`config.mk`:
```
export PLATFORM = sky130hd
export DESIGN_NAME = pbr_ptr_table
export DESIGN_NICKNAME = d
export VERILOG_FILES = /design/src/rtl/pbr_pkg.sv /design/src/rtl/pbr_ptr_table.sv
export SDC_FILE = /design/constraint.sdc
export NUM_CORES = 1
export LEC_CHECK = 0
export BUFFER_PORTS_ARGS = -buffer_cell sky130_fd_sc_hd__buf_4
export CORE_ASPECT_RATIO = 0.7
export CORE_MARGIN = 5
export CORE_UTILIZATION = 29
export DETAILED_ROUTE_END_ITERATION = 8
export GPL_ROUTABILITY_DRIVEN = 0
export SLEW_MARGIN = 30
export SYNTH_ARGS = -nofsm -noshare
export SYNTH_HDL_FRONTEND = slang
export SYNTH_SLANG_ARGS = --single-unit
export TNS_END_PERCENT = 20
```
`constraint.sdc`:
```
create_clock -name clk_i -period 2.6 [get_ports clk_i]
set_clock_uncertainty 0.2 [all_clocks]
set_input_delay 0.52 -clock clk_i [delete_from_list [all_inputs] [get_ports clk_i]]
set_output_delay 0.52 -clock clk_i [all_outputs]
set_load 0.01 [all_outputs]
```
`src/rtl/pbr_pkg.sv`:
```
// ----------------------------------------------------------------------------
// pbr_pkg
// Shared types and constants for the phase-bit ring pipe bank.
// ----------------------------------------------------------------------------
`timescale 1ns / 1ps

package pbr_pkg;

  // Bank geometry. PipeDepth must be a power of two: a pointer is then the
  // word index with the wrap phase as its top bit, and +1 handles the wrap.
  localparam int PipeCount = 16;
  localparam int PipeDepth = 256;

  localparam int PipeW  = $clog2(PipeCount);
  localparam int IdxW   = $clog2(PipeDepth);
  localparam int PtrW   = IdxW + 1;
  localparam int AddrW  = PipeW + IdxW;
  localparam int WordW  = 16;
  localparam int LvlW   = 9;
  localparam int LvlMax = (1 << LvlW) - 1;

  // Command codes
  localparam logic [1:0] CmdQuery = 2'd0;
  localparam logic [1:0] CmdRead  = 2'd1;
  localparam logic [1:0] CmdWrite = 2'd2;

  // Status codes
  localparam logic [1:0] StatusDone  = 2'd0;
  localparam logic [1:0] StatusEmpty = 2'd1;
  localparam logic [1:0] StatusFull  = 2'd2;

  typedef struct packed {
    logic [1:0]  cmd;
    logic [3:0]  pipe_index;
    logic [15:0] write_data;
    logic        burst_end;
  } in_item_t;

  typedef struct packed {
    logic [15:0] read_data;
    logic [8:0]  level_words;
    logic [1:0]  status;
    logic        notify;
    logic [3:0]  notify_pipe;
  } out_item_t;

  // Read and write pointer of one pipe
  typedef struct packed {
    logic [PtrW-1:0] rd_ptr;
    logic [PtrW-1:0] wr_ptr;
  } ptr_pair_t;

  // Request to the pointer table
  typedef struct packed {
    logic             rd_en;
    logic             wr_en;
    logic [PipeW-1:0] addr;
    ptr_pair_t        wr_data;
  } ptr_req_t;

  // Request to the word memory
  typedef struct packed {
    logic             rd_en;
    logic             wr_en;
    logic [AddrW-1:0] addr;
    logic [WordW-1:0] wr_data;
  } word_req_t;

endpackage

```
`src/rtl/pbr_ptr_table.sv`:
```
// ----------------------------------------------------------------------------
// pbr_ptr_table
// Per-pipe pointer memory, one read or write port, registered read data.
// Entries not yet written since reset read as zero (valid bit per entry).
// ----------------------------------------------------------------------------
`timescale 1ns / 1ps

module pbr_ptr_table (
  input  logic                clk_i,
  input  logic                rst_ni,
  input  pbr_pkg::ptr_req_t   req_i,
  output pbr_pkg::ptr_pair_t  rd_data_o
);

  pbr_pkg::ptr_pair_t             mem_q [pbr_pkg::PipeCount];
  logic [pbr_pkg::PipeCount-1:0]  valid_q;
  pbr_pkg::ptr_pair_t             rd_q;
  logic                           rd_vld_q;

  // Storage array
  always_ff @(posedge clk_i) begin
    if (req_i.wr_en) begin
      mem_q[req_i.addr] <= req_i.wr_data;
    end
    if (req_i.rd_en) begin
      rd_q <= mem_q[req_i.addr];
    end
  end

  // Valid bits, cleared by reset
  always_ff @(posedge clk_i or negedge rst_ni) begin
    if (!rst_ni) begin
      valid_q  <= '0;
      rd_vld_q <= 1'b0;
    end else begin
      if (req_i.wr_en) begin
        valid_q[req_i.addr] <= 1'b1;
      end
      if (req_i.rd_en) begin
        rd_vld_q <= valid_q[req_i.addr];
      end
    end
  end

  assign rd_data_o = rd_vld_q ? rd_q : '0;

endmodule

```
## Word level (Yosys, flattened, before mapping)

Memories as Yosys holds them, arrays and structs flattened. A register that Yosys moved wholly into a read port is not among the register bits.
Cells that the tools add are included.

| storage, ports and cells | value |
|---|---|
| flip-flop bits (word level) | 17 |
| RAM bits | 288 |
| input port bits | 26 |
| output and inout port bits | 18 |
| word-level logic and storage cells | 14 |
| memories | 1 |

Memories:

| name | depth | bits a word | read ports | clocked after Yosys merged registers in | wr ports | RTL line | text |
|---|---|---|---|---|---|---|---|
| mem_q | 16 | 18 | 1 | 1 | 1 | pbr_ptr_table.sv:15 | `pbr_pkg::ptr_pair_t mem_q [pbr_pkg::PipeCount];` |

| operators by class | value |
|---|---|
| magnitude comparators | 2 |
| multiplexer cells | 7 |
| bitwise operators | 1 |
| reductions and logical operators | 1 |

Operators by type and width:

| operator | number |
|---|---|
| 18-bit two-way mux | 1 |
| 16-bit OR | 1 |
| 4-bit by 5-bit < comparator with 1-bit output (second input constant) | 1 |
| 1-bit binary-select mux with 4-bit select | 1 |
| 1-bit demux with 4-bit select | 1 |
| 4-bit by 1-bit greater-or-equal comparator with 1-bit output (second input constant) | 1 |
| 1-bit two-way mux | 4 |
| 1-bit logical AND | 1 |

## Longest topological paths before layout

| depth | value |
|---|---|
| depth in word-level cells | 5 |
| gate-level depth with buffers | 5 |
| mapped depth without buffers | 3 |

## Worst setup path before layout

OpenSTA, ideal clock, no wires.

| timing path | value |
|---|---|
| path type | input to register |
| start | input port req_i[20] (netlist name) |
| end | memory mem_q[0][0] (netlist name) (enable) |
| library setup time | 0.417 ns |
| data arrival time | 2.504 ns |
| required time | 1.983 ns |
| setup slack | -0.521 ns |
| cell stages on the path | 3 |
| buffers on the path | 1 |
| path through | buf_2 > or3b_2 > nor3_1 |

RTL lines:

| item | RTL line | text |
|---|---|---|
| start: declaration | pbr_ptr_table.sv:11 | `input pbr_pkg::ptr_req_t req_i,` |
| end: declaration | pbr_ptr_table.sv:15 |  |

Straight into the memory's write port.

==> results.md <==
| Group | Item | This run |
| --- | --- | --- |
| synth | Synthesized cell area | 12,260 um^2 |
| cts | H-tree depth reported by CTS | 1 |
| worst setup path | Required arrival time at the worst endpoint | 1.88 ns |
| routing | Via count | 5,602 |
| global routing | GRT Util Overall | 11.85% |
| routing | DRT Wirelength | 27.72 mm |
| global routing | Vias in the first global route | 5,820 |
| synth | Top cells by area, synth | edfxtp_1, mux4_2, dfrtp_1 |
| cts | Worst-Skew Late Latency | 0.55 ns |
| worst setup path | Data arrival at the endpoint of the critical path | 1.75 ns |
| synth | Synthesized area per cell | 24.08 um^2 |
| cts | Number of CTS-inserted buffers | 29 |
| timing | RSZ-0062 raised after global routing | no |
| worst setup path | CP max stage cell | dfrtp_1 |
| finish | Fraction of layout instances using a drive strength above 1 | 42.06% |
| job | MaxCap Viol Count | 0 |
| finish | Layout net count | 634 |
| pwr | Pint | 8.442 mW |
| cts | Clock sink total | 323 |
| finish | Layout Utilization | 34.83% |
| cts | Clock-pin slew on the worst setup and hold paths | 0.07 ns |
| pwr | Clk network pwr share | 37.9% |
| synth | Post-synth net total | 535 |
| routing | Remaining number of nets flagged by the antenna check after routing | 0 |
| synth | Number of register bits inferred by synthesis | 323 |
| timing | Worst setup slack after layout | 0.1334 ns |
| status | Outcome | finished clean |
| routing | Count of unresolved DRC violations after routing | 0 |
| worst setup path | Cell mode on critical path | buf_4 |
| pwr | Power per cell area | 730.5 nW/um^2 |
| pwr | Total power of the final layout | 10.71 mW |
| synth | Ys flop type | edfxtp_1 |
| finish | Total inserted antenna cells | 0 |
| pwr | Combinational share of power | 6.7% |
| timing | Share of the cycle needed by the critical path after routing | 94.87% |
| pwr | Fraction of power spent switching nets | 21.17% |
| routing | Detailed router's first-iteration violation count | 524 |
| worst setup path | Slowest stage delay, CP | 0.66 ns |
| synth | Post-Syn Instances | 509 |
| pwr | Switching power total | 2.267 mW |
| worst setup path | Critical path, cell by cell | buf_4 -> and2_1 -> buf_4 |
| place | Post-placement worst setup slack | 0.07597 ns |
| hold path | Path class of the lowest-slack min-delay path | primary input to flop |
| timing | Fmax achieved | 0.4054 GHz |
| global routing | Antenna violations before repair | 0 |
| worst setup path | Element type at the critical path start | flop |
| floorplan | Floorplan core area | 42,090 um^2 |
| floorplan | Initial cell density of the core | 29.12% |
| timing | Transition time at the pin with the least slew margin | 0.5145 ns |
| synth | Share of async-settable or async-resettable flops after synthesis | 5.263% |
| synth | Post-synth EDFFs | 306 |
| worst setup path | Crit Path Max Fanout | 10 |
| synth | Dominant cell type by area after synthesis | edfxtp_1 |
| global routing | Global-route congestion overflow total | 0 |
| cts | Count of cells resized by post-cts repair | 0 |
| synth | Distinct cell type count of the synthesized netlist | 21 |
| worst setup path | Category of the most critical setup path | flop to output pin |
| cts | Post CTS Setup Buffer Count | 0 |
| synth | Most frequent cell after synthesis | edfxtp_1 |
| finish | Area added between synthesis and finish | 19.60% |
| timing | Count of pins over their slew limit | 0 |
| synth | Top cell type's share of synthesized area | 74.97% |
| cts | Clk root buf | clkbuf_16 |
| global routing | Wire length of the first global-routing pass | 40.91 mm |
| worst setup path | FF-to-FF setup slack | 0.81 ns |
| cts | Longest Clk Path Bufs | 3 |
| place | Placed instance area | 13,760 um^2 |
| place | Port buffer count | 43 |
| floorplan | Die extent in x | 255.7 um |
| global routing | Maximum number of pins on one net before global-route repair | 28 |
| floorplan | Top-level I/O count | 44 |
| timing | Tightest slew margin relative to the limit | 65.70% |
| routing | 1st-pass router iterations | 5 |
| cts | CTS tree | built |
| timing | Hold Violations, Final | 0 |
| routing | Number of vias per cell after detailed routing | 4.739 |
| finish | Total non-filler cell area in the finished layout | 14,660 um^2 |
| pwr | Static leakage | 4.662 nW |
| pwr | Power share of the sequential group | 55.4% |
| place | Detail Placement HPWL | 16.84 mm |
| timing | Setup violators final | 0 |
| synth | Synth Warn # | 0 |
| timing | Final min period | 2.467 ns |
| floorplan | DIE HEIGHT | 182.0 um |
| pwr | Worst vdd rail ir drop | 0.4598 mV |
| floorplan | Die area | 46,540 um^2 |
| synth | Most common library cells after synthesis | edfxtp_1, mux4_2, and2_1, dfrtp_1, or2_2 |
| floorplan | Cell Rows | 63 |
| worst setup path | Kind of capture point of the worst setup path | output pin |
| routing | Mean routed wirelength per cell | 23.45 um |
| synth | Sequential element share of the synthesized area | 78.44% |
==> layer usage <==
metal | vias up | routed length [um] | part of all wire [%] | GRT usage (%)
met4 | 0 | 410 | 1.5 | 1.963
met1 | 3039 | 13040 | 47 | 17.86
met5 | - | 0 | 0 | 0
met3 | 39 | 1667 | 6.0 | 2.377
li1 | 2350 | - | - | -
met2 | 174 | 12600 | 45 | 18.21
==> flip-flops by register name (all words and copies together) (netlist names) <==
signal,cells
rd_vld_q,1
rd_q,18
mem_q,288
valid_q,16
==> cells by family after synthesis <==
group / synth area share, %
AOI/OAI and AO/OA: 0.2144
DFF: 78.44
and+or+nand+nor: 2.858
muxes: 17.25
buffers and inverters: 1.235
==> worst max-delay path: cells and delay by family (launching register included) <==
family        cells  cell delay (ns)
flops             1             0.66
buf+inv           2             0.39
simple gates      1             0.15
==> cells in the final DEF (no fill, tap or decap), drive strengths merged <==
| cell type | netlist | final |
|---|---|---|
| and2 | 18 | 18 |
| edfxtp | 306 | 306 |
| clkinv | 0 | 11 |
| dfrtp | 17 | 17 |
| dlygate4sd3 | 0 | 1 |
| a31oi | 1 | 1 |
| nor3 | 4 | 4 |
| or3b | 1 | 1 |
| clkinvlp | 0 | 5 |
| clkbuf | 7 | 36 |
| or2 | 16 | 16 |
| nor2 | 14 | 14 |
| mux2i | 2 | 2 |
| inv | 1 | 1 |
| nand3 | 2 | 2 |
| nand2 | 1 | 1 |
| nand2b | 2 | 2 |
| buf | 18 | 92 |
| mux4 | 93 | 93 |
| nand3b | 4 | 4 |
| bufinv | 0 | 1 |
| a32oi | 1 | 1 |
| o221a | 1 | 1 |
==> through the flow <==
stage	hold slack [ns]	instances	TNS, ns
2_1_floorplan	0.02441	509	-11.79
3_3_place_gp	0.1961	1128	0
5_1_grt	0.05570	1182	0
3_5_place_dp	0.2006	1128	0
6_report	0.06515	1182	0
4_1_cts	0.04003	1182	0
==> area by class of cell <==
type	count	area, um^2
fillers	3920	27430
flip-flops and latches	323	9614
clock inverters	17	120.1
multi-input cells	160	2554
well taps	552	690.7
clock buffers	36	772.0
inverters	1	3.754
repair buffers	93	904.6
==> power groups by stage <==
| stage | clock network, mW | logic (mW) | registers [mW] |
|---|---|---|---|
| 3_3_place_gp | 0 | 0.726 | 6.04 |
| 6_report | 4.05 | 0.721 | 5.93 |
| 3_5_place_dp | 0 | 0.740 | 6.05 |
| 5_1_grt | 4.36 | 0.779 | 5.95 |
| 2_1_floorplan | 0 | 0.409 | 6.01 |
| 4_1_cts | 4.15 | 0.741 | 5.94 |
==> repair_timing <==
action                                  CTS  global route
hold buffers                              1             0
endpoints found under the setup margin    0             0
hold endpoints to repair                 17             0
==> final timing paths <==
kind | start | endpoint | depth (start not counted)
min | req_i[7] | mem_q[6][7] | 1
max in group asynchronous | rst_ni | valid_q[2] | 2
min reg2reg | valid_q[12] | valid_q[12] | 1
min in group asynchronous | rst_ni | valid_q[9] | 2
max reg2reg | mem_q[15][11] | rd_q[11] | 2
max | rd_vld_q | rd_data_o[9] | 3
(Power assumes the default switching activity.)
